### config.mk
export PLATFORM = sky130hd
export DESIGN_NAME = uart_bootloader_programmer_top_flat
export DESIGN_NICKNAME = d
export VERILOG_FILES = /design/src/rtl/core/ubp_pkg.sv /design/src/rtl/core/ubp_if.sv /design/src/rtl/core/ubp_front.sv /design/src/rtl/core/ubp_queue.sv /design/src/rtl/core/ubp_back.sv /design/src/rtl/core/uart_bootloader_programmer_top.sv /design/src/flat_wrapper.sv
export SDC_FILE = /design/constraint.sdc
export NUM_CORES = 1
export LEC_CHECK = 0
export BUFFER_PORTS_ARGS = -buffer_cell sky130_fd_sc_hd__buf_2
export CORE_UTILIZATION = 30
export CTS_BUF_LIST = sky130_fd_sc_hd__clkbuf_4 sky130_fd_sc_hd__clkbuf_8
export DETAILED_ROUTE_END_ITERATION = 10
export PLACE_DENSITY = 0.48
export RECOVER_POWER = 50
export SYNTH_ARGS = -nofsm -noshare
export SYNTH_HDL_FRONTEND = slang
export SYNTH_HIERARCHICAL = 1
export SYNTH_SLANG_ARGS = --single-unit
export TNS_END_PERCENT = 5
### constraint.sdc
create_clock -name clk -period 5.3 [get_ports clk]
set_clock_uncertainty 0.1 [all_clocks]
set_input_delay 0 -clock clk [delete_from_list [all_inputs] [get_ports clk]]
set_output_delay 0 -clock clk [all_outputs]
set_load 0.01 [all_outputs]
### src/rtl/core/ubp_pkg.sv
// Package for the serial bootloader host: codes, widths, phases and the
// front-to-back request record. No dependencies.
package ubp_pkg;

    localparam int PacketBytes = 256;
    localparam int PktW = $clog2(PacketBytes);
    localparam int LenW = PktW + 1;
    localparam int OfsW = 21;

    localparam logic [7:0] AckCode  = 8'h79;
    localparam logic [7:0] NackCode = 8'h1F;
    localparam logic [7:0] SyncCode = 8'h7F;
    localparam logic [7:0] EraseCmd = 8'h43;
    localparam logic [7:0] EraseCmdX = 8'hBC;
    localparam logic [7:0] EraseAll = 8'hFF;
    localparam logic [7:0] EraseAllX = 8'h00;
    localparam logic [7:0] WriteCmd = 8'h31;
    localparam logic [7:0] WriteCmdX = 8'hCE;
    localparam logic [7:0] GoCmd = 8'h21;
    localparam logic [7:0] GoCmdX = 8'hDE;
    localparam logic [7:0] PadByte = 8'hFF;

    localparam logic [15:0] ToShort = 16'd100;
    localparam logic [15:0] ToErase = 16'd2000;
    localparam logic [15:0] ToAddr  = 16'd300;
    localparam logic [15:0] ToData  = 16'd50000;
    localparam logic [15:0] ToLast  = 16'd20000;

    localparam logic [1:0] RegBase  = 2'd0;
    localparam logic [1:0] RegSize  = 2'd1;
    localparam logic [1:0] RegRetry = 2'd2;

    typedef enum logic [1:0] {
        MODE_TICK  = 2'd0,
        MODE_START = 2'd1,
        MODE_REPLY = 2'd2,
        MODE_IMAGE = 2'd3
    } mode_t;

    typedef enum logic [3:0] {
        PH_STOP   = 4'd0,
        PH_SYNC   = 4'd1,
        PH_ERASE  = 4'd2,
        PH_EDONE  = 4'd3,
        PH_WCMD   = 4'd4,
        PH_ADDR   = 4'd5,
        PH_DATA   = 4'd6,
        PH_DACK   = 4'd7,
        PH_GO     = 4'd8
    } phase_t;

    // One run of up to 8 bytes to send plus the status after the item.
    typedef struct packed {
        logic [7:0][7:0] bytes;
        logic [3:0]      count;     // 0 means a single empty result
        logic            boot0;
        logic            pulse;
        logic            want;
        logic [3:0]      phase;
        logic            fault;
        logic            conn;
    } run_t;

    typedef struct packed {
        logic [7:0] tx_byte;
        logic       tx_valid;
        logic       last_of_run;
        logic       boot0_level;
        logic       reset_pulse;
        logic       want_image;
        logic [3:0] phase;
        logic       fault;
        logic       connected;
    } res_t;

    typedef struct packed {
        logic [1:0] mode;
        logic [7:0] reply_byte;
        logic [7:0] image_byte;
    } item_t;

endpackage

### src/rtl/core/ubp_if.sv
// Valid/ready channel interface carrying one payload.
// Depends on nothing; the payload type is a parameter of the interface.
interface ubp_if #(parameter type T = logic) (input logic clk);
    logic valid;
    logic ready;
    T     data;
    modport source (output valid, output data, input ready);
    modport sink (input valid, input data, output ready);
endinterface

### src/rtl/core/ubp_front.sv
// Front part: sequencer state, classifies each item and builds its run.
// Depends on ubp_pkg.
module ubp_front (
    input  logic                   clk,
    input  logic                   rst_n,
    input  logic                   cfg_we,
    input  logic [1:0]             cfg_index,
    input  logic [31:0]            cfg_data,
    input  logic                   in_valid,
    output logic                   in_ready,
    input  ubp_pkg::item_t         in_item,
    output logic                   run_valid,
    input  logic                   run_ready,
    output ubp_pkg::run_t          run_data
);
    logic [31:0] base_reg;
    logic [ubp_pkg::OfsW-1:0] size_reg;
    logic [2:0] retry_reg;
    logic [3:0] step_reg, step_next;
    logic [15:0] to_reg, to_next;
    logic [2:0] att_reg, att_next;
    logic [ubp_pkg::OfsW-1:0] ofs_reg, ofs_next;
    logic [7:0] xor_reg, xor_next;
    logic [8:0] left_reg, left_next;
    logic link_reg, link_next, fail_reg, fail_next, boot_reg, boot_next;
    ubp_pkg::run_t r;
    logic go;
    logic [31:0] addr;
    logic [ubp_pkg::OfsW-1:0] rem, ofs1;
    logic [ubp_pkg::LenW-1:0] len, plen;
    logic [1:0] pad;
    logic [7:0] x;
    logic [8:0] left1;

    assign in_ready = run_ready;
    assign go = in_valid && in_ready;
    assign run_valid = in_valid;
    assign run_data = r;

    always_ff @(posedge clk or negedge rst_n)
    begin
        if (!rst_n)
        begin
            base_reg <= 32'h0800_0000;
            size_reg <= '0;
            retry_reg <= 3'd3;
        end
        else if (cfg_we)
        begin
            case (cfg_index)
                ubp_pkg::RegBase:  base_reg <= cfg_data;
                ubp_pkg::RegSize:  size_reg <= cfg_data[ubp_pkg::OfsW-1:0];
                ubp_pkg::RegRetry: retry_reg <= cfg_data[2:0];
                default: ;
            endcase
        end
    end

    always_ff @(posedge clk or negedge rst_n)
    begin
        if (!rst_n)
        begin
            step_reg <= '0; to_reg <= '0; att_reg <= '0; ofs_reg <= '0;
            xor_reg <= '0; left_reg <= '0;
            link_reg <= 1'b0; fail_reg <= 1'b0; boot_reg <= 1'b0;
        end
        else if (go)
        begin
            step_reg <= step_next; to_reg <= to_next; att_reg <= att_next;
            ofs_reg <= ofs_next; xor_reg <= xor_next; left_reg <= left_next;
            link_reg <= link_next; fail_reg <= fail_next; boot_reg <= boot_next;
        end
    end

    always_comb
    begin
        step_next = step_reg; to_next = to_reg; att_next = att_reg;
        ofs_next = ofs_reg; xor_next = xor_reg; left_next = left_reg;
        link_next = link_reg; fail_next = fail_reg; boot_next = boot_reg;
        r = '0;
        addr = base_reg + {{(32-ubp_pkg::OfsW){1'b0}}, ofs_reg};
        rem = (size_reg > ofs_reg) ? size_reg - ofs_reg : '0;
        len = (rem < ubp_pkg::OfsW'(ubp_pkg::PacketBytes)) ? rem[ubp_pkg::LenW-1:0]
              : ubp_pkg::LenW'(ubp_pkg::PacketBytes);
        plen = (len + ubp_pkg::LenW'(3)) & ~ubp_pkg::LenW'(3);
        ofs1 = ofs_reg + 1'b1;
        left1 = left_reg - 1'b1;
        // bytes in current packet = ((ofs1-1) mod P) + 1; pad from low bits
        pad = 2'(3'd4 - {1'b0, ofs_reg[1:0] + 2'd1});
        x = xor_reg ^ in_item.image_byte;
        case (ubp_pkg::mode_t'(in_item.mode))
            ubp_pkg::MODE_START:
            begin
                if (step_reg == ubp_pkg::PH_STOP)
                begin
                    fail_next = 1'b0; link_next = 1'b0; att_next = '0; ofs_next = '0;
                    left_next = '0; xor_next = '0;
                    boot_next = 1'b1; r.pulse = 1'b1;
                    r.bytes[0] = ubp_pkg::SyncCode; r.count = 4'd1;
                    step_next = ubp_pkg::PH_SYNC; to_next = ubp_pkg::ToShort;
                end
            end
            ubp_pkg::MODE_TICK:
            begin
                if (step_reg != ubp_pkg::PH_STOP && step_reg != ubp_pkg::PH_DATA)
                begin
                    if (to_reg != '0)
                        to_next = to_reg - 1'b1;
                    else if (step_reg == ubp_pkg::PH_SYNC && att_reg < retry_reg)
                    begin
                        att_next = att_reg + 1'b1; r.pulse = 1'b1;
                        r.bytes[0] = ubp_pkg::SyncCode; r.count = 4'd1;
                        to_next = ubp_pkg::ToShort;
                    end
                    else
                    begin
                        step_next = '0; fail_next = 1'b1; link_next = 1'b0;
                        boot_next = 1'b0; att_next = '0; ofs_next = '0;
                        left_next = '0; xor_next = '0; to_next = '0;
                    end
                end
            end
            ubp_pkg::MODE_REPLY:
            begin
                if (step_reg == ubp_pkg::PH_SYNC)
                begin
                    if (in_item.reply_byte == ubp_pkg::AckCode ||
                        in_item.reply_byte == ubp_pkg::NackCode)
                    begin
                        link_next = 1'b1; att_next = '0;
                        r.bytes[0] = ubp_pkg::EraseCmd; r.bytes[1] = ubp_pkg::EraseCmdX;
                        r.count = 4'd2;
                        step_next = ubp_pkg::PH_ERASE; to_next = ubp_pkg::ToShort;
                    end
                end
                else if (step_reg != ubp_pkg::PH_STOP && step_reg != ubp_pkg::PH_DATA)
                begin
                    if (in_item.reply_byte != ubp_pkg::AckCode ||
                        (step_reg == ubp_pkg::PH_ADDR && rem == '0))
                    begin
                        step_next = '0; fail_next = 1'b1; link_next = 1'b0;
                        boot_next = 1'b0; att_next = '0; ofs_next = '0;
                        left_next = '0; xor_next = '0; to_next = '0;
                    end
                    else
                    begin
                        case (step_reg)
                            ubp_pkg::PH_ERASE:
                            begin
                                r.bytes[0] = ubp_pkg::EraseAll;
                                r.bytes[1] = ubp_pkg::EraseAllX; r.count = 4'd2;
                                step_next = ubp_pkg::PH_EDONE; to_next = ubp_pkg::ToErase;
                            end
                            ubp_pkg::PH_EDONE, ubp_pkg::PH_DACK:
                            begin
                                r.count = 4'd2; to_next = ubp_pkg::ToShort;
                                if (ofs_reg < size_reg)
                                begin
                                    r.bytes[0] = ubp_pkg::WriteCmd;
                                    r.bytes[1] = ubp_pkg::WriteCmdX;
                                    step_next = ubp_pkg::PH_WCMD;
                                end
                                else
                                begin
                                    r.bytes[0] = ubp_pkg::GoCmd; r.bytes[1] = ubp_pkg::GoCmdX;
                                    step_next = ubp_pkg::PH_GO;
                                end
                            end
                            ubp_pkg::PH_WCMD:
                            begin
                                r.bytes[0] = addr[31:24]; r.bytes[1] = addr[23:16];
                                r.bytes[2] = addr[15:8]; r.bytes[3] = addr[7:0];
                                r.bytes[4] = addr[31:24] ^ addr[23:16] ^ addr[15:8] ^ addr[7:0];
                                r.count = 4'd5;
                                step_next = ubp_pkg::PH_ADDR; to_next = ubp_pkg::ToAddr;
                            end
                            ubp_pkg::PH_ADDR:
                            begin
                                r.bytes[0] = 8'(plen - 1'b1); r.count = 4'd1;
                                xor_next = 8'(plen - 1'b1);
                                left_next = 9'(len);
                                step_next = ubp_pkg::PH_DATA; to_next = '0;
                            end
                            default:
                            begin
                                r.bytes[0] = base_reg[31:24]; r.bytes[1] = base_reg[23:16];
                                r.bytes[2] = base_reg[15:8]; r.bytes[3] = base_reg[7:0];
                                r.bytes[4] = base_reg[31:24] ^ base_reg[23:16]
                                           ^ base_reg[15:8] ^ base_reg[7:0];
                                r.count = 4'd5;
                                step_next = '0; fail_next = 1'b0; link_next = 1'b0;
                                boot_next = 1'b0; att_next = '0; ofs_next = '0;
                                left_next = '0; xor_next = '0; to_next = '0;
                            end
                        endcase
                    end
                end
            end
            default:
            begin
                if (step_reg == ubp_pkg::PH_DATA)
                begin
                    r.bytes[0] = in_item.image_byte; r.count = 4'd1;
                    xor_next = x; ofs_next = ofs1; left_next = left1;
                    if (left1 == '0)
                    begin
                        r.bytes[1] = ubp_pkg::PadByte; r.bytes[2] = ubp_pkg::PadByte;
                        r.bytes[3] = ubp_pkg::PadByte;
                        case (pad)
                            2'd1: r.bytes[2] = x ^ ubp_pkg::PadByte;
                            2'd2: r.bytes[3] = x;
                            2'd3: r.bytes[4] = x ^ ubp_pkg::PadByte;
                            default: r.bytes[1] = x;
                        endcase
                        r.count = 4'd2 + {2'b0, pad};
                        step_next = ubp_pkg::PH_DACK;
                        to_next = (ofs1 >= size_reg) ? ubp_pkg::ToLast : ubp_pkg::ToData;
                    end
                end
            end
        endcase
        r.boot0 = boot_next;
        r.want = (step_next == ubp_pkg::PH_DATA);
        r.phase = step_next;
        r.fault = fail_next;
        r.conn = link_next;
    end

    assert property (@(posedge clk) disable iff (!rst_n)
        (step_reg == ubp_pkg::PH_STOP) |-> !link_reg)
        else $error("link up while stopped");
    assert property (@(posedge clk) disable iff (!rst_n)
        go && r.pulse |-> r.count == 4'd1)
        else $error("reset pulse without a single sync byte");
    assert property (@(posedge clk) disable iff (!rst_n)
        go |-> r.count <= 4'd5)
        else $error("run too long");
endmodule

### src/rtl/core/ubp_queue.sv
// Two-entry queue of runs between the front and back parts.
// Depends on ubp_pkg.
module ubp_queue (
    input  logic          clk,
    input  logic          rst_n,
    input  logic          wr_valid,
    output logic          wr_ready,
    input  ubp_pkg::run_t wr_data,
    output logic          rd_valid,
    input  logic          rd_ready,
    output ubp_pkg::run_t rd_data
);
    ubp_pkg::run_t mem_reg [2];
    logic wp_reg, rp_reg;
    logic [1:0] cnt_reg;
    logic wr, rd;

    assign wr_ready = cnt_reg != 2'd2;
    assign rd_valid = cnt_reg != 2'd0;
    assign rd_data = mem_reg[rp_reg];
    assign wr = wr_valid && wr_ready;
    assign rd = rd_valid && rd_ready;

    always_ff @(posedge clk)
    begin
        if (wr)
            mem_reg[wp_reg] <= wr_data;
    end

    always_ff @(posedge clk or negedge rst_n)
    begin
        if (!rst_n)
        begin
            wp_reg <= 1'b0; rp_reg <= 1'b0; cnt_reg <= '0;
        end
        else
        begin
            if (wr) wp_reg <= !wp_reg;
            if (rd) rp_reg <= !rp_reg;
            cnt_reg <= cnt_reg + {1'b0, wr} - {1'b0, rd};
        end
    end

    assert property (@(posedge clk) disable iff (!rst_n) cnt_reg <= 2'd2)
        else $error("queue count overflow");
endmodule

### src/rtl/core/ubp_back.sv
// Back part: plays one run out as one result per cycle while res_ready is high.
// Depends on ubp_pkg.
module ubp_back (
    input  logic          clk,
    input  logic          rst_n,
    input  logic          run_valid,
    output logic          run_ready,
    input  ubp_pkg::run_t run_data,
    output logic          res_valid,
    input  logic          res_ready,
    output ubp_pkg::res_t res_data
);
    logic [2:0] idx_reg;
    logic last;
    logic [3:0] n;

    assign n = (run_data.count == '0) ? 4'd1 : run_data.count;
    assign last = ({1'b0, idx_reg} == n - 4'd1);
    assign res_valid = run_valid;
    assign run_ready = res_ready && last;

    always_comb
    begin
        res_data.tx_byte = (run_data.count == '0) ? 8'h00 : run_data.bytes[idx_reg];
        res_data.tx_valid = run_data.count != '0;
        res_data.last_of_run = last;
        res_data.boot0_level = run_data.boot0;
        res_data.reset_pulse = run_data.pulse;
        res_data.want_image = run_data.want;
        res_data.phase = run_data.phase;
        res_data.fault = run_data.fault;
        res_data.connected = run_data.conn;
    end

    always_ff @(posedge clk or negedge rst_n)
    begin
        if (!rst_n)
            idx_reg <= '0;
        else if (res_valid && res_ready)
            idx_reg <= last ? 3'd0 : idx_reg + 3'd1;
    end

    assert property (@(posedge clk) disable iff (!rst_n)
        run_valid |-> {1'b0, idx_reg} < n)
        else $error("index past run");
endmodule

### src/rtl/core/uart_bootloader_programmer_top.sv
// Top level of the serial bootloader host.
// Depends on ubp_pkg, ubp_if, ubp_front, ubp_queue and ubp_back.
//
//  channel   | dir | payload
//  in_ch     | in  | mode, reply_byte, image_byte
//  out_ch    | out | tx_byte, tx_valid, last_of_run, status fields
//  cfg_*     | in  | write enable, index, 32-bit data
//
// Each item gives a run of one to five results, which leaves one per cycle while
// out_ch is ready, so the output side sets the throughput.
// The two-entry run queue keeps the input open for one more run while a run drains.
// Reset clears the sequencer and restores register defaults.
module uart_bootloader_programmer_top (
    input  logic        clk,
    input  logic        rst_n,
    input  logic        cfg_we,
    input  logic [1:0]  cfg_index,
    input  logic [31:0] cfg_data,
    ubp_if.sink         in_ch,
    ubp_if.source       out_ch
);
    logic fq_valid, fq_ready, qb_valid, qb_ready;
    ubp_pkg::run_t fq_data, qb_data;

    ubp_front u_front (
        .clk(clk), .rst_n(rst_n), .cfg_we(cfg_we), .cfg_index(cfg_index),
        .cfg_data(cfg_data), .in_valid(in_ch.valid), .in_ready(in_ch.ready),
        .in_item(in_ch.data), .run_valid(fq_valid), .run_ready(fq_ready),
        .run_data(fq_data)
    );

    ubp_queue u_queue (
        .clk(clk), .rst_n(rst_n), .wr_valid(fq_valid), .wr_ready(fq_ready),
        .wr_data(fq_data), .rd_valid(qb_valid), .rd_ready(qb_ready), .rd_data(qb_data)
    );

    ubp_back u_back (
        .clk(clk), .rst_n(rst_n), .run_valid(qb_valid), .run_ready(qb_ready),
        .run_data(qb_data), .res_valid(out_ch.valid), .res_ready(out_ch.ready),
        .res_data(out_ch.data)
    );
endmodule
### src/flat_wrapper.sv
// flat-port wrapper written by rule: the top's interface ports become plain ports
module uart_bootloader_programmer_top_flat 
  (clk, rst_n, cfg_we, cfg_index, cfg_data, in_ch_valid, in_ch_data, in_ch_ready, out_ch_valid, out_ch_data, out_ch_ready);
  ubp_if in_ch_i (.clk(clk));
  ubp_if out_ch_i (.clk(clk));
  input  logic clk;
  input  logic rst_n;
  input  logic cfg_we;
  input  logic [1:0] cfg_index;
  input  logic [31:0] cfg_data;
  input wire logic [$bits(in_ch_i.valid)-1:0] in_ch_valid;
  input wire logic [$bits(in_ch_i.data)-1:0] in_ch_data;
  output wire logic [$bits(in_ch_i.ready)-1:0] in_ch_ready;
  output wire logic [$bits(out_ch_i.valid)-1:0] out_ch_valid;
  output wire logic [$bits(out_ch_i.data)-1:0] out_ch_data;
  input wire logic [$bits(out_ch_i.ready)-1:0] out_ch_ready;
  assign in_ch_i.valid = in_ch_valid;
  assign in_ch_i.data = in_ch_data;
  assign in_ch_ready = in_ch_i.ready;
  assign out_ch_valid = out_ch_i.valid;
  assign out_ch_data = out_ch_i.data;
  assign out_ch_i.ready = out_ch_ready;
  uart_bootloader_programmer_top u_core (.clk(clk), .rst_n(rst_n), .cfg_we(cfg_we), .cfg_index(cfg_index), .cfg_data(cfg_data), .in_ch(in_ch_i), .out_ch(out_ch_i));
endmodule
# == Word level (Yosys, flattened, before mapping) ==
# Memories as Yosys holds them, arrays and structs flattened.
# Cells that the tools add are included.
# classes
add_sub_neg,6
magnitude_cmp,1
n_eq_ne,6
muxes,25
bitwise,1
n_reduce_logical,15
# ops
cell,n
11-bit 2-to-1 mux,3
16-bit 2-to-1 mux,1
4-bit 2-to-1 mux,4
16-bit nonzero test,1
16-bit by 1-bit subtractor with 16-bit output (second input constant),1
1-bit 2-to-1 mux,14
7-bit 2-to-1 mux,1
3-bit by 1-bit adder with 3-bit output (second input constant),2
1-bit logical AND,6
3-bit 2-to-1 mux,2
3-bit by 4-bit == test with 1-bit output,1
4-bit by 1-bit == test with 1-bit output (second input constant),1
4-bit by 3-bit == test with 1-bit output (second input constant),1
4-bit logical NOT,1
4-bit by 3-bit inequality test with 1-bit output (second input constant),1
2-bit AND reduction,2
4-bit nonzero test,1
4-bit by 1-bit subtractor with 4-bit output (second input constant),1
3-bit less-than comparator,1
3-bit AND reduction,1
2-bit by 1-bit adder with 2-bit output,1
2-bit == test (second input constant),1
1-bit logical NOT,2
2-bit inequality test (second input constant),1
3 further kinds,3
# totals
ff_bits,36
ramBits,40
input_bits,40
output_inout_bits,3
wordCells,66
n_memories,1
# mem_list
name,depth,word_bits,read_ports,rd_ports_with_merged_regs,write_ports,line,source
u_core.u_queue.mem_reg,2,20,1,0,1,ubp_queue.sv:13,ubp_pkg::run_t mem_reg [2];

# == Logic depth before layout (Yosys ltp) ==
# Gate-level depths: netlist of run 1.
# An unclocked memory read counts as a cell.
# logic_depth
depth_word,8
ltp_mapped,19
depth_no_buf,19

# == Cells and area by module ==
# The synthesis of run 1 kept the hierarchy.
# modules_own_cells
mod,n_inst,cells_each,area_per_inst_um2,seq_area_each_um2
ubp_front,1,1469,11856.4,3006.6
ubp_queue,1,262,5789.3,4724.5
ubp_back,1,79,874.6,75.1
uart_bootloader_programmer_top,1,1,3.8,0.0

# == Worst setup path before layout of run 1 ==
# OpenSTA, ideal clock, no wires.
# synth_path
path_type,reg-to-reg
startpoint,register u_core.u_queue.cnt_reg[0]
endpoint,memory u_core/u_queue/mem_reg[0][0] (netlist name) (enable)
setup_ns,0.513
arrival_time_ns,3.888
required_ns,4.687
setup_slack_ns,0.800
stages_incl_launch_ff,4
path_buffers,0
period_less_slack_ns,4.500
path_cell_list,dfrtp_1 -> nand2b_1 -> nand2_1 -> nor2_1
# synth_via
elab_chain_cells,4
# synth_lines
element,line,source
start: declaration,ubp_queue.sv:15,logic [1:0] cnt_reg;
start signal: assignment,ubp_queue.sv:40,"cnt_reg <= cnt_reg + {1'b0, wr} - {1'b0, rd};"
2-bit inequality test,ubp_queue.sv:18,assign wr_ready = cnt_reg != 2'd2;
net u_core.fq_ready,uart_bootloader_programmer_top.sv:22,"logic fq_valid, fq_ready, qb_valid, qb_ready;"
1-bit logical AND,ubp_queue.sv:21,assign wr = wr_valid && wr_ready;
1-bit 2-to-1 mux,ubp_queue.sv:26,if (wr)
1-bit 2-to-1 mux (not written as such),ubp_queue.sv:27,mem_reg[wp_reg] <= wr_data;
end: declaration,ubp_queue.sv:13,
# The timed path passes the listed nets, and every way through them passes these cells.

==> key figures, run 1 <==
Die
  – IO Pins: 43
  – Die W: between 150 and 200 µm
  – Chip height: around 160 µm
  – Row cnt: between 50 and 60
  – DIE AREA: between 20000 and 30000 µm²
  – Core ar.: roughly 25000 µm²
  – Initial Util: between 30% and 40%

Power
  – Post-layout power: 3.84 mW
  – Power Density: approximately 440 nW/µm²
  – Sequential share of power: about a third
  – Leak Pwr: 3.52 nW
  – Peak supply drop: around 140 µV
  – Net Sw Power: between 1.5 and 2 mW
  – Comb pwr share: between 50% and 60%
  – Clk pwr share: between 10 and 15%
  – Sw frac: around 46%
  – Internal power: 2.06 mW

Timing
  – Min Tclk post-route: 3.82 ns
  – Pins over their slew limit: 42
  – Setup TNS: 0 ns
  – Final Hold Viols: 0
  – Slew headroom: -66.3%
  – Worst Max-Slew Pin Slew: roughly 2.5 ns
  – Fmax: 261 MHz
  – Final period utilization: between 70% and 80%
  – Final setup fails: 0
  – RSZ-0062 raised after global routing: false

Detailed routing
  – Vias: 6485
  – Routed wire length: between 15000 and 20000 µm
  – WL per Instance: ~15 µm
  – ANT nets after route: 0
  – Vias per Instance: 5.00
  – First-pass DRT Iterations: 4
  – DRC violations left: 0
  – First DRT Iteration DRCs: roughly 310

Status
  – Outcome: complete, but fails checks
  – Violated checks: capacitance limit, slew limit

Critical path
  – CP arrival: between 3 and 4 ns
  – Crit-path slowest cell: or4_1
  – Setup slack, reg-to-reg: around 1.5 ns
  – Setup CP Type: reg -> reg
  – Crit path max fanout: 17
  – CP Capture Type: flip-flop
  – CP Data Required Time: 5.44 ns
  – CP Cell Sequence: inv_1 > ha_1 > nor4b_2 > nand3_1 > or4_1 > and2_4 > nor2_2 > o2111ai_2 > or2_0 > o21ai_0 > o21ai_1
  – Slowest cell delay on critical path: approximately 0.7 ns
  – Startpoint types: flip-flop

CTS
  – CTS tree: yes
  – CTS root buffer: clkbuf_8
  – CTS Sinks: between 90 and 100
  – Worst skew pair latency: roughly 0.40 ns
  – Cts bufs inserted: 9
  – CTS Buffer Depth: 2
  – Htree depth: 3
  – Clock slew at reported path FFs: roughly 0.10 ns

Global routing
  – Grt ovf: 0
  – Tot GR Track Use: between 10% and 20%
  – Antenna violations before repair: 0
  – Vias in the first global route: approximately 6400
  – First-pass GRT wire length: around 33000 µm
  – Largest net degree at the start of global routing: 46

Finish
  – Most frequent cells in the layout: nand2_1, dfrtp_1, nor2_1
  – Ratio of cells with drive above 1 in the final layout: approximately 12%
  – Final nets: approximately 1100
  – Area growth, synth to finish: 10.8%
  – Commonest non-fill, non-tap cell in the layout: nand2_1
  – Ant diodes: 0
  – Final core occ: about a third

Placed design
  – Post-DP HPWL: ~15000 µm
  – Routability cong.: 0.814
  – Port buffer count: 30

Synth
  – Synth Instances: just over 900
  – Mapped Avg Cell Area: roughly 8.5 µm²
  – Yosys Warn Count: 6
  – Netlist area before placement: 7810 µm²

Min path
  – Min-Delay Path Class: in -> reg

Flow run
  – Max-Cap Viols: 1
## path summary, 6_finish.rpt
path | from | end | depth (start not counted)
min in group asynchronous | rst_n | u_core/u_queue/cnt_reg[1] | 2
max reg2reg | u_core/u_front/to_reg[0] | u_core/u_front/left_reg[6] | 11
min | cfg_data[13] | u_core/u_front/size_reg[13] | 3
max | u_core/u_front/to_reg[0] | u_core/u_front/left_reg[6] | 11
max in group asynchronous | rst_n | u_core/u_front/size_reg[10] | 3
min reg2reg | u_core/u_front/att_reg[2] | u_core/u_front/att_reg[2] | 1
## worst max-delay path, delay by kind of cell (launching register included)
| kind | cells | cell delay, ns |
|---|---|---|
| compound gates | 3 | 0.67 |
| fa+ha+maj | 1 | 0.23 |
| buf+inv | 1 | 0.07 |
| flops | 1 | 0.43 |
| simple gates | 6 | 2.19 |
## metal layers
| layer | vias up | global-route usage [%] | wire length, µm |
|---|---|---|---|
| li1 | 3315 | - | - |
| met1 | 3092 | 20.8 | 9760 |
| met2 | 69 | 26.1 | 9260 |
| met3 | 9 | 2.13 | 359 |
| met4 | 0 | 3.36 | 184 |
| met5 | - | 0 | 0 |
## metrics by stage
stage                     std cells  setup slack, ns  area (µm²)  hold WS, ns
after floorplan                 947             2.18        7910       -0.396
after global placement         1252             1.51        8200      -0.0533
after detailed placement       1252             1.44        8200      -0.0571
after CTS                      1296             1.41        8670       0.0544
after global routing           1296             1.12        8650        0.256
final                          1296             1.48        8650        0.266
## power groups by stage
stage / logic, mW / clock network (mW) / registers (mW)
floorplan: 1.81 / 0 / 1.12
global placement: 2.10 / 0 / 1.22
detailed placement: 2.11 / 0 / 1.22
CTS: 2.14 / 0.519 / 1.21
global route: 2.43 / 0.538 / 1.26
finish: 2.15 / 0.480 / 1.21
## final cells by class
class / instances / area (µm²)
clock buffer: 9 / 124
tap: 330 / 413
inverter: 64 / 240
fill: 2643 / 16700
clock inverter: 7 / 66.3
multi-input combinational: 731 / 4940
sequential: 95 / 2430
timing repair buffer: 60 / 438
## repair_timing
action                    4_1_cts  5_1_grt
hold buffers                   28        0
setup buffers                   0        0
gates resized for setup         0        0
hold endpoints to repair       73        0
No activity file was read; power rests on OpenSTA's default activity.
==> inputs of run 2 (changes only) <==
- ABC_AREA: default -> 1
- PLACE_DENSITY: 0.48 -> 0.5
- clock period: 5.3 -> 3.4 ns (I/O delays scaled with it)
==> run 2 against run 1 <==
The run still ends with capacitance limit, slew limit left. Routed wire length rose by 3.5%. Via count is 11% higher. Count of clock-buffer cells in the layout is the same. Sequential share of layout area down 1.6 points. Non-clock buffer count rose by 7. Synthesized cell count increased by 28%. Utilization decreased by 0.17 points. Cell count is 22% higher. Die area is 5.5% higher. Largest cell class unchanged.
==> key figures, run 2 <==
Status
  – Outcome: complete, but fails checks
  – Violated checks: capacitance limit, slew limit

Detailed routing
  – Vias: 7168 (+11%)
  – First DRT Iteration DRCs: 286 (-8.3%)
  – First-pass DRT Iterations: 7 (+3)
  – Vias per Instance: 4.52 (-9.7%)
  – Routed wire length: 20300 µm (+3.5%)
  – DRC violations left: 0 (unchanged)
  – ANT nets after route: 0 (unchanged)
  – WL per Instance: 12.8 µm (-15%)

Power
  – Peak supply drop: 209 µV (+52%)
  – Comb pwr share: 55.9% (about the same)
  – Leak Pwr: 4.67 nW (+33%)
  – Internal power: 2.89 mW (+40%)
  – Sw frac: 49.8% (+3.6 points)
  – Clk pwr share: 13.6% (+1.1 points)
  – Power Density: 629 nW/µm² (+42%)
  – Sequential share of power: 30.4% (-1.2 points)
  – Net Sw Power: 2.87 mW (+62%)

Die
  – IO Pins: 43 (unchanged)
  – Core ar.: 27000 µm² (+6.4%)
  – Chip height: 168 µm (+2.7%)
  – Row cnt: 60 (+3.4%)
  – DIE AREA: 28100 µm² (+5.5%)
  – Die W: 168 µm (+2.7%)
  – Initial Util: 30.6% (-0.25 points)

Global routing
  – First-pass GRT wire length: 34500 µm (+4.7%)
  – Antenna violations before repair: 0 (unchanged)
  – Largest net degree at the start of global routing: 75 (+63%)
  – Tot GR Track Use: 15.2% (-0.24 points)
  – Grt ovf: 0 (unchanged)
  – Vias in the first global route: 7141 (+11%)

Critical path
  – Setup CP Type: reg -> reg
  – CP Capture Type: flip-flop
  – CP Data Required Time: 3.60 ns (-1.84 ns)
  – CP arrival: 3.25 ns (-0.72 ns)
  – Crit path max fanout: 21 (+4)
  – Startpoint types: flip-flop

Timing
  – RSZ-0062 raised after global routing: false
  – Final setup fails: 0 (unchanged)
  – Worst Max-Slew Pin Slew: 1.93 ns (-0.567 ns)
  – Final period utilization: 89.8% (+18 points)
  – Final Hold Viols: 0 (unchanged)
  – Fmax: 327 MHz (+25%)
  – Setup ws final: 0.346 ns (-1.13 ns)
  – Pins over their slew limit: 118 (+180%)
  – Slew headroom: -28.5% (+38 points)
  – Setup TNS: 0 ns (unchanged)
  – Min Tclk post-route: 3.05 ns (-0.770 ns)

Synth
  – Synth Instances: 1180 (+28%)
  – Netlist area before placement: 8240 µm² (+5.5%)
  – Mapped Avg Cell Area: 6.99 µm² (-18%)
  – Yosys Warn Count: 6 (unchanged)

Finish
  – Ratio of cells with drive above 1 in the final layout: 13.5% (+1.4 points)
  – Commonest non-fill, non-tap cell in the layout: nand2_1
  – Ant diodes: 0 (unchanged)
  – Area growth, synth to finish: 11.2%
  – Most frequent cells in the layout: nand2_1, inv_1, nor2_1
  – Final nets: 1334 (+26%)

Flow run
  – Max-Cap Viols: 2 (+1)

CTS
  – Clock slew at reported path FFs: 0.11 ns (about the same)
  – Htree depth: 3 (unchanged)
  – CTS root buffer: clkbuf_8
  – CTS tree: yes
  – Post-CTS Resized: 0 (unchanged)
  – Worst skew pair latency: 0.40 ns (about the same)
  – Cts bufs inserted: 9 (unchanged)
  – Setup Buffers After CTS: 0 (unchanged)
  – CTS Sinks: 95 (unchanged)
  – CTS Buffer Depth: 2 (unchanged)

Min path
  – Min-Delay Path Class: in -> reg

Placed design
  – Port buffer count: 30 (unchanged)
  – Place WS: 0.332 ns (-1.11 ns)
  – Routability cong.: 0.894 (+9.9%)
  – Post-DP HPWL: 15800 µm (+7.4%)
-- run 2: layout make-up --
class                           instances  area, µm²
Clock buffer                            9        124
Clock inverter                          7       76.3
Fill cell                            2944      17800
Inverter                              224        856
Multi-Input combinational cell        843       4750
Sequential cell                        95       2430
Tap cell                              341        427
Timing Repair Buffer                   67        505
-- run 2: power by group through the flow --
| stage | combinational (mW) | clock [mW] | sequential [mW] |
|---|---|---|---|
| after floorplan | 2.72 | 0 | 1.66 |
| after global placement | 3.16 | 0 | 1.78 |
| after detailed placement | 3.19 | 0 | 1.78 |
| after CTS | 3.23 | 0.832 | 1.76 |
| after global routing | 3.70 | 0.874 | 1.80 |
| final | 3.22 | 0.784 | 1.75 |
-- run 2: final timing paths --
check,end,depth (start not counted),slack (ns),from
worst max-delay path,u_core/u_front/ofs_reg[14],15,0.35,u_core/u_front/to_reg[0]
worst max register to register,u_core/u_front/ofs_reg[14],15,0.35,u_core/u_front/to_reg[0]
worst min-delay path,u_core/u_front/size_reg[7],4,0.28,cfg_data[7]
max in group asynchronous,u_core/u_front/ofs_reg[9],2,1.49,rst_n
worst min register to register,u_core/u_front/att_reg[2],1,0.39,u_core/u_front/att_reg[2]
min in group asynchronous,u_core/u_front/to_reg[0],2,0.57,rst_n
-- run 2: worst max-delay path: stages, from the launching register on --
cell and delay (ns):
dfrtp_1 0.38, inv_1 0.11, ha_1 0.20, nand2_1 0.09
nor3_1 0.22, inv_1 0.12, nor2_1 0.21, and3_1 0.24
nor2_1 0.16, inv_1 0.10, nand2_1 0.11, nor3_2 0.34
o21ai_4 0.12, inv_4 0.17, buf_12 0.20, o21ai_2 0.06
-- run 2: per-stage QoR --
stage                     hold slack, ns  instances  power (mW)  util [%]  area (µm²)
after floorplan                   -0.396       1204        4.38         -        8330
after global routing               0.280       1586        6.38      34.0        9160
after CTS                          0.149       1586        5.82      34.0        9170
after global placement             0.141       1542        4.94      32.2        8690
after detailed placement           0.145       1542        4.97      32.2        8690
final                              0.278       1586        5.76      34.0        9160
-- run 2: repair_timing --
action	CTS	global route
hold buffers	28	0
endpoints found under the hold margin	102	0
endpoints found under the setup margin	0	0
-- run 2: routing by layer --
layer	up-vias	track usage, %	wire (µm)
met3	21	2.16	461
met4	0	4.91	401
met1	3254	19.4	9770
met5	-	0	0
li1	3822	-	-
met2	71	26.3	9630
